File: config.mk
export PLATFORM = sky130hd
export DESIGN_NAME = periodic_interrupt_timer_core
export DESIGN_NICKNAME = d
export VERILOG_FILES = /design/src/rtl/pit_pkg.sv /design/src/rtl/pit_channel.sv /design/src/rtl/periodic_interrupt_timer_core.sv
export SDC_FILE = /design/constraint.sdc
export NUM_CORES = 1
export LEC_CHECK = 0
export BUFFER_PORTS_ARGS = -buffer_cell sky130_fd_sc_hd__buf_2
export CORE_AREA = 2 2 205 207
export DETAILED_ROUTE_END_ITERATION = 12
export DIE_AREA = 0 0 207 209
export SLEW_MARGIN = 40
export SYNTH_ARGS = -nofsm -noshare
export SYNTH_HDL_FRONTEND = slang
export SYNTH_HIERARCHICAL = 1
export SYNTH_SLANG_ARGS = --single-unit
File: constraint.sdc
create_clock -name clk -period 7 [get_ports clk]
set_input_delay 0.35 -clock clk [delete_from_list [all_inputs] [get_ports clk]]
set_output_delay 0.35 -clock clk [all_outputs]
set_load 0.05 [all_outputs]
File: src/rtl/pit_pkg.sv
`timescale 1ns / 1ps

package pit_pkg;

  localparam int CHANNELS    = 4;
  localparam int COUNT_WIDTH = 32;
  localparam int DATA_WIDTH  = 32;
  localparam int PULSE_WIDTH = 4;

  localparam logic [1:0] MODE_TICK  = 2'd0;
  localparam logic [1:0] MODE_READ  = 2'd1;
  localparam logic [1:0] MODE_WRITE = 2'd2;

  localparam logic [1:0] REG_LOAD  = 2'd0;
  localparam logic [1:0] REG_COUNT = 2'd1;
  localparam logic [1:0] REG_CTRL  = 2'd2;
  localparam logic [1:0] REG_FLAG  = 2'd3;

  typedef struct packed {
    logic [1:0]            mode;
    logic [1:0]            channel;
    logic [1:0]            reg_select;
    logic [DATA_WIDTH-1:0] write_data;
  } req_t;

  typedef struct packed {
    logic [DATA_WIDTH-1:0]  read_data;
    logic                   irq;
    logic [PULSE_WIDTH-1:0] timeout_pulses;
  } rsp_t;

  typedef struct packed {
    logic                  tick;
    logic                  wr_load;
    logic                  wr_ctrl;
    logic                  wr_flag;
    logic [DATA_WIDTH-1:0] data;
  } chan_op_t;

  typedef struct packed {
    logic [COUNT_WIDTH-1:0] load_value;
    logic [COUNT_WIDTH-1:0] count;
    logic                   timer_enable;
    logic                   interrupt_enable;
    logic                   flag;
    logic                   irq_next;
    logic                   pulse;
  } chan_stat_t;

endpackage

File: src/rtl/pit_channel.sv
`timescale 1ns / 1ps

module pit_channel (
  input  logic                clk,
  input  logic                rst,
  input  pit_pkg::chan_op_t   op,
  output pit_pkg::chan_stat_t stat
);

  logic [pit_pkg::COUNT_WIDTH-1:0] load_value, load_value_next;
  logic [pit_pkg::COUNT_WIDTH-1:0] count, count_next;
  logic                            timer_enable, timer_enable_next;
  logic                            interrupt_enable, interrupt_enable_next;
  logic                            flag, flag_next;
  logic                            pulse;

  always_comb begin
    load_value_next       = load_value;
    count_next            = count;
    timer_enable_next     = timer_enable;
    interrupt_enable_next = interrupt_enable;
    flag_next             = flag;
    pulse                 = 1'b0;
    if (op.tick && timer_enable) begin
      if (count == '0) begin
        flag_next  = 1'b1;
        count_next = load_value;
        pulse      = 1'b1;
      end else begin
        count_next = count - pit_pkg::COUNT_WIDTH'(1);
      end
    end
    if (op.wr_load) begin
      load_value_next = op.data[pit_pkg::COUNT_WIDTH-1:0];
    end
    if (op.wr_ctrl) begin
      // rising enable reloads the counter
      if (op.data[0] && !timer_enable) begin
        count_next = load_value;
      end
      timer_enable_next     = op.data[0];
      interrupt_enable_next = op.data[1];
    end
    if (op.wr_flag && op.data[0]) begin
      flag_next = 1'b0;
    end
  end

  always_ff @(posedge clk) begin
    if (rst) begin
      load_value       <= '0;
      count            <= '0;
      timer_enable     <= 1'b0;
      interrupt_enable <= 1'b0;
      flag             <= 1'b0;
    end else begin
      load_value       <= load_value_next;
      count            <= count_next;
      timer_enable     <= timer_enable_next;
      interrupt_enable <= interrupt_enable_next;
      flag             <= flag_next;
    end
  end

  assign stat.load_value       = load_value;
  assign stat.count            = count;
  assign stat.timer_enable     = timer_enable;
  assign stat.interrupt_enable = interrupt_enable;
  assign stat.flag             = flag;
  assign stat.irq_next         = flag_next & interrupt_enable_next;
  assign stat.pulse            = pulse;

endmodule

File: src/rtl/periodic_interrupt_timer_core.sv
`timescale 1ns / 1ps
// channel   handshake                  word
// req       req_valid / req_stall      pit_pkg::req_t (tick, read or write)
// rsp       rsp_valid / rsp_stall      pit_pkg::rsp_t (read data, irq, pulses)
// cfg       cfg_valid / cfg_ready      module_disable bit
//
// one word per cycle sustained while rsp_stall is low; a word passes the s1 input register, then the rsp register
// the channel state updates when a word leaves the input register for the output register
// synchronous reset clears all channel state; module_disable comes out of reset set
// a word is taken while a finished result waits on rsp_stall, as long as the input
// register is free; cfg_ready is always high

module periodic_interrupt_timer_core (
  input  logic          clk,
  input  logic          rst,
  input  logic          req_valid,
  output logic          req_stall,
  input  pit_pkg::req_t req,
  output logic          rsp_valid,
  input  logic          rsp_stall,
  output pit_pkg::rsp_t rsp,
  input  logic          cfg_valid,
  output logic          cfg_ready,
  input  logic          cfg_data
);

  logic          module_disable;
  logic          s1_valid, s1_valid_next;
  pit_pkg::req_t s1;
  logic          adv;
  logic          accept;
  logic          rsp_valid_next;
  pit_pkg::rsp_t rsp_next;

  logic is_tick, is_read, is_write;

  logic [pit_pkg::CHANNELS-1:0] chan_sel;
  logic [pit_pkg::CHANNELS-1:0] pulses;
  logic [pit_pkg::CHANNELS-1:0] irq_bits;
  pit_pkg::chan_op_t            op   [pit_pkg::CHANNELS];
  pit_pkg::chan_stat_t          stat [pit_pkg::CHANNELS];

  logic [pit_pkg::DATA_WIDTH-1:0]  read_data;
  logic [pit_pkg::PULSE_WIDTH-1:0] pulse_word;

  assign cfg_ready = 1'b1;

  always_ff @(posedge clk) begin
    if (rst) begin
      module_disable <= 1'b1;
    end else if (cfg_valid && cfg_ready) begin
      module_disable <= cfg_data;
    end
  end

  assign adv       = s1_valid && (!rsp_valid || !rsp_stall);
  assign req_stall = s1_valid && !adv;
  assign accept    = req_valid && !req_stall;

  always_comb begin
    s1_valid_next = s1_valid;
    if (accept) begin
      s1_valid_next = 1'b1;
    end else if (adv) begin
      s1_valid_next = 1'b0;
    end
  end

  always_ff @(posedge clk) begin
    if (rst) begin
      s1_valid <= 1'b0;
    end else begin
      s1_valid <= s1_valid_next;
    end
  end

  always_ff @(posedge clk) begin
    if (accept) begin
      s1 <= req;
    end
  end

  always_comb begin
    is_tick  = 1'b0;
    is_read  = 1'b0;
    is_write = 1'b0;
    unique case (s1.mode)
      pit_pkg::MODE_TICK:  is_tick  = 1'b1;
      pit_pkg::MODE_READ:  is_read  = 1'b1;
      pit_pkg::MODE_WRITE: is_write = 1'b1;
      default: ;
    endcase
  end

  for (genvar c = 0; c < pit_pkg::CHANNELS; c++) begin : g_chan
    assign chan_sel[c]   = (32'(s1.channel) == c);
    assign op[c].tick    = adv && is_tick && !module_disable;
    assign op[c].wr_load = adv && is_write && chan_sel[c] && (s1.reg_select == pit_pkg::REG_LOAD);
    assign op[c].wr_ctrl = adv && is_write && chan_sel[c] && (s1.reg_select == pit_pkg::REG_CTRL);
    assign op[c].wr_flag = adv && is_write && chan_sel[c] && (s1.reg_select == pit_pkg::REG_FLAG);
    assign op[c].data    = s1.write_data;

    pit_channel u_chan (
      .clk  (clk),
      .rst  (rst),
      .op   (op[c]),
      .stat (stat[c])
    );

    assign pulses[c]   = stat[c].pulse;
    assign irq_bits[c] = stat[c].irq_next;
  end

  for (genvar p = 0; p < pit_pkg::PULSE_WIDTH; p++) begin : g_pulse
    if (p < pit_pkg::CHANNELS) begin : g_live
      assign pulse_word[p] = pulses[p];
    end else begin : g_none
      assign pulse_word[p] = 1'b0;
    end
  end

  always_comb begin
    read_data = '0;
    for (int c = 0; c < pit_pkg::CHANNELS; c++) begin
      if (is_read && chan_sel[c]) begin
        case (s1.reg_select)
          pit_pkg::REG_LOAD:  read_data = pit_pkg::DATA_WIDTH'(stat[c].load_value);
          pit_pkg::REG_COUNT: read_data = pit_pkg::DATA_WIDTH'(stat[c].count);
          pit_pkg::REG_CTRL:  read_data = pit_pkg::DATA_WIDTH'({stat[c].interrupt_enable,
                                                                stat[c].timer_enable});
          default:            read_data = pit_pkg::DATA_WIDTH'(stat[c].flag);
        endcase
      end
    end
  end

  assign rsp_next.read_data      = read_data;
  assign rsp_next.irq            = |irq_bits;
  assign rsp_next.timeout_pulses = pulse_word;

  always_comb begin
    rsp_valid_next = rsp_valid;
    if (adv) begin
      rsp_valid_next = 1'b1;
    end else if (!rsp_stall) begin
      rsp_valid_next = 1'b0;
    end
  end

  always_ff @(posedge clk) begin
    if (rst) begin
      rsp_valid <= 1'b0;
    end else begin
      rsp_valid <= rsp_valid_next;
    end
  end

  always_ff @(posedge clk) begin
    if (adv) begin
      rsp <= rsp_next;
    end
  end

`ifndef SYNTHESIS
  a_pulse_only_on_tick: assert property (@(posedge clk) disable iff (rst)
    adv && (s1.mode != pit_pkg::MODE_TICK) |=> rsp.timeout_pulses == '0)
    else $error("timeout pulse on a non-tick word");

  a_disabled_no_pulse: assert property (@(posedge clk) disable iff (rst)
    adv && module_disable |=> rsp.timeout_pulses == '0)
    else $error("timeout pulse while module disabled");

  a_read_data_zero: assert property (@(posedge clk) disable iff (rst)
    adv && (s1.mode != pit_pkg::MODE_READ) |=> rsp.read_data == '0)
    else $error("read data on a non-read word");

  a_stall_needs_word: assert property (@(posedge clk) disable iff (rst)
    req_stall |-> s1_valid && rsp_valid && rsp_stall)
    else $error("input stalled without a blocked word");
`endif

endmodule

==> impl_metrics.xml <==
<?xml version="1.0" encoding="UTF-8"?>
<metrics>
  <group name="run_status">
    <metric name="status" unit="">finished clean</metric>
  </group>
  <group name="min_path">
    <metric name="hold_path.class" unit="">in2reg</metric>
    <metric name="timing.hold.worst.start" unit="">req[0]</metric>
  </group>
  <group name="synth">
    <metric name="proportion_of_synthesized_area_in_mux_cells" unit="">0.152</metric>
    <metric name="netlist_area" unit="um^2">18300</metric>
    <metric name="synth-compound-area-share" unit="">0.178</metric>
    <metric name="post_synth_net_total" unit="">1877</metric>
    <metric name="synthArstFlopShare" unit="">0</metric>
    <metric name="synth.distinct_cells" unit="">63</metric>
    <metric name="ys.warnings.count" unit="">6</metric>
    <metric name="main_combinational_cell_family_by_area_after_synthesis" unit="">compound AO/OA/AOI/OAI gates</metric>
    <metric name="synth_flop_cell" unit="">dfxtp_1</metric>
    <metric name="adder_cell_share_of_the_synthesized_area" unit="">0.00547</metric>
    <metric name="post_synth_xor_area_fraction" unit="">0.0383</metric>
    <metric name="yosys.area_share.simple" unit="">0.157</metric>
    <metric name="synth_cells" unit="">1825</metric>
    <metric name="synth_sequential_area_ratio" unit="">0.420</metric>
    <metric name="synth_area_per_cell" unit="um^2">10.0</metric>
    <metric name="synth-edff-count" unit="">75</metric>
    <metric name="synth-seq-cells" unit="">346</metric>
  </group>
  <group name="die">
    <metric name="die-width" unit="um">207</metric>
    <metric name="io_pins" unit="">84</metric>
    <metric name="starting_density_of_the_core" unit="">0.443</metric>
    <metric name="die_y" unit="um">209</metric>
    <metric name="die_area" unit="um^2">43300</metric>
    <metric name="floorplan.rows" unit="">75</metric>
    <metric name="core-area" unit="um^2">41300</metric>
  </group>
  <group name="setup_path">
    <metric name="startpoint" unit="">s1_valid</metric>
    <metric name="rr_startpoint" unit="">s1_valid</metric>
    <metric name="worst-path-max-fanout" unit="">39</metric>
    <metric name="crit_path_frequent_cell" unit="">buf_4</metric>
    <metric name="cp_data_arrival_time" unit="ns">3.86</metric>
    <metric name="cp-end-kind" unit="">flop</metric>
    <metric name="path_buf_inv" unit="">3</metric>
    <metric name="worst_path_max_delay_cell" unit="">and2_1</metric>
    <metric name="cp_launch_type" unit="">flop</metric>
    <metric name="critical-path-top-delay-family" unit="">simple AND/OR/NAND/NOR gates</metric>
    <metric name="critical_path_class" unit="">reg2reg</metric>
    <metric name="max_stage_delay" unit="ns">0.47</metric>
    <metric name="crit_required" unit="ns">7.39</metric>
    <metric name="setup.reg_to_reg.worst_slack" unit="ns">3.53</metric>
    <metric name="worstPathCellList" unit="">a21boi_4 -&gt; buf_4 -&gt; nor4b_2 -&gt; buf_4 -&gt; and2_1 -&gt; nand4_4 -&gt; clkinv_2 -&gt; nor2_1 -&gt; a211oi_1 -&gt; or4_1</metric>
  </group>
  <group name="sta">
    <metric name="unrepaired_setup_endpoints_after_global_routing" unit="">no</metric>
    <metric name="hold_violations" unit="">0</metric>
    <metric name="setup_viol" unit="">0</metric>
    <metric name="period_minus_slack" unit="ns">3.47</metric>
    <metric name="timing.clock.skew" unit="ns">0.0207</metric>
    <metric name="worst-slew-pin-transition" unit="ns">0.798</metric>
    <metric name="timing_max_transition_violations_final" unit="">0</metric>
    <metric name="final.setup.tns" unit="ns">0</metric>
    <metric name="slew_hr" unit="">0.468</metric>
    <metric name="fmax" unit="GHz">0.288</metric>
    <metric name="min_period_over_period" unit="">0.495</metric>
  </group>
  <group name="layout">
    <metric name="most-common-layout-cells" unit="">dfxtp_1 (271), mux2i_1 (201), nor2_1 (198)</metric>
    <metric name="most_common_cell_after_layout_fill_and_taps_aside" unit="">dfxtp_1</metric>
    <metric name="finish.net_count" unit="">1911</metric>
    <metric name="syn2layout_area_growth" unit="%">12.4</metric>
    <metric name="design_area" unit="um^2">20600</metric>
    <metric name="nFillCells" unit="">3823</metric>
    <metric name="insertedDiodeCount" unit="">0</metric>
    <metric name="layout-drive-gt1-share" unit="">0.168</metric>
    <metric name="layout_utilization" unit="">0.498</metric>
  </group>
  <group name="clock_tree">
    <metric name="sink_count_of_the_clock_tree" unit="">346</metric>
    <metric name="path_clk_slew" unit="ns">0.06</metric>
    <metric name="cts_tree" unit="">yes</metric>
    <metric name="clock_insertion_delay_worst_skew" unit="ns">0.54</metric>
    <metric name="post-cts-setup-buffers" unit="">0</metric>
    <metric name="clock_tree.buffer_depth" unit="">3</metric>
    <metric name="htreeDepth" unit="">2</metric>
    <metric name="root_buffer" unit="">clkbuf_16</metric>
    <metric name="inserted_clock_buffers" unit="">40</metric>
  </group>
  <group name="routing">
    <metric name="drt-pass1-iter-count" unit="">5</metric>
    <metric name="detail-route-antenna-nets" unit="">0</metric>
    <metric name="drt-total-wl" unit="um">56300</metric>
    <metric name="drt-wirelength-per-cell" unit="um">23.2</metric>
    <metric name="drc_errors" unit="">0</metric>
    <metric name="via_per_inst" unit="">6.06</metric>
    <metric name="vias" unit="">14700</metric>
    <metric name="initialDrtViolationCount" unit="">1219</metric>
  </group>
  <group name="grt">
    <metric name="most_crowded_layer_gr" unit="">met2</metric>
    <metric name="grt.overflow.total" unit="">0</metric>
    <metric name="grtUsageMet1" unit="">0.349</metric>
    <metric name="grt_start_max_net_pins" unit="">76</metric>
    <metric name="track_usage" unit="">0.253</metric>
    <metric name="gr-usage-met3" unit="">0.0394</metric>
    <metric name="grt_use_met2" unit="">0.419</metric>
    <metric name="initial_antenna_violation_count" unit="">0</metric>
    <metric name="via_count_of_the_first_global_routing_pass" unit="">14300</metric>
    <metric name="grt_first_pass_wirelength" unit="um">86500</metric>
  </group>
  <group name="pwr">
    <metric name="power.ir.vdd_worst" unit="mV">0.143</metric>
    <metric name="leakage_power" unit="uW">0.00727</metric>
    <metric name="power.density" unit="nW/um^2">218</metric>
  </group>
  <group name="placement">
    <metric name="numPortBuffers" unit="">82</metric>
    <metric name="dp_hpwl" unit="um">39300</metric>
    <metric name="globalplace.congestion" unit="">0.921</metric>
    <metric name="placed_cell_area" unit="um^2">18900</metric>
  </group>
  <group name="run">
    <metric name="drv_cap" unit="">0</metric>
  </group>
</metrics>
## metal layers
layer | vias up | routed length [um]
met3 | 72 | 3470
met1 | 7305 | 25000
met2 | 463 | 26700
li1 | 6881 | -
met4 | 0 | 1040
met5 | - | 0
## worst paths after layout
path / end / depth (start not counted)
worst max-delay path: rsp[4] / 10
worst min-delay path: op[0] / 1
worst max register to register: rsp[4] / 10
worst min register to register: g_chan[3].u_chan/count[31] / 2
## through the flow
stage	instances	setup slack, ns	total power [uW]	hold slack, ns
global placement	2318	3.43	2360	0.469
CTS	2426	3.39	4520	0.00220
floorplan	1825	0.713	2280	0.422
finish	2428	3.53	4480	0.0346
detailed placement	2319	3.41	2360	0.487
global route	2428	3.26	4620	0.0134
## what timing repair did
item | in CTS | in global routing
hold buffers | 35 | 1
endpoints found under the hold margin | 35 | 1
resized for setup | 0 | 0
## registers in the layout, indices dropped and copies added, names as in the netlist
signal                          cells
op                                 32
s1_valid                            1
g_chan.u_chan/interrupt_enable      4
rsp_valid                           1
s1                                  6
module_disable                      1
g_chan.u_chan/flag                  4
g_chan.u_chan/load_value          128
g_chan.u_chan/count               128
g_chan.u_chan/timer_enable          4
rsp                                37
## power breakdown
part	internal (uW)	switching [uW]	leakage (uW)	total [uW]
Clock	1290	853	0.000649	2140
Combinational	79.2	149	0.00373	228
Sequential	2070	44.8	0.00290	2110
Total	3440	1050	0.00727	4480
## cell families after synthesis
logic type | Yosys count
and+or+nand+nor | 544
xor gates and xnor gates | 80
muxes | 236
DFF | 346
AOI/OAI and AO/OA | 430
other | 1
buffers and inverters | 180
adders and majority gates | 8
## cell usage after synthesis (10+ instances only)
cell | count | area, um^2
o31a_1 | 12 | 105
a21o_1 | 29 | 218
nor4_1 | 48 | 300
xnor2_1 | 72 | 631
dfxtp_1 | 271 | 5430
mux4_2 | 34 | 766
nor3_1 | 58 | 290
o22ai_2 | 10 | 125
clkbuf_1 | 76 | 285
o22ai_1 | 37 | 231
o21bai_1 | 32 | 240
nand3_1 | 50 | 250
o21ai_0 | 43 | 215
nand2b_1 | 18 | 113
mux2i_1 | 201 | 2010
a211oi_2 | 64 | 801
inv_1 | 30 | 113
buf_1 | 13 | 48.8
o32ai_1 | 12 | 105
buf_4 | 29 | 218
buf_6 | 11 | 124
nand4_1 | 12 | 75.1
a21oi_1 | 89 | 445
a31oi_1 | 42 | 263
or3_1 | 25 | 156
edfxtp_1 | 75 | 2250
a221oi_1 | 12 | 105
and3_1 | 14 | 87.6
buf_2 | 16 | 80.1
nor2_1 | 203 | 762
nand2_1 | 45 | 169
## area by class of cell
class,instances,area [um^2],share of cell area
tap,539,674,0.0328
sequential,346,7680,0.373
timing repair buffer,137,955,0.0464
inverter,35,136,0.00663
clock buffer,54,1100,0.0537
clock inverter,18,219,0.0106
multi-input combinational,1299,9800,0.477
(Power assumes the default switching activity.)
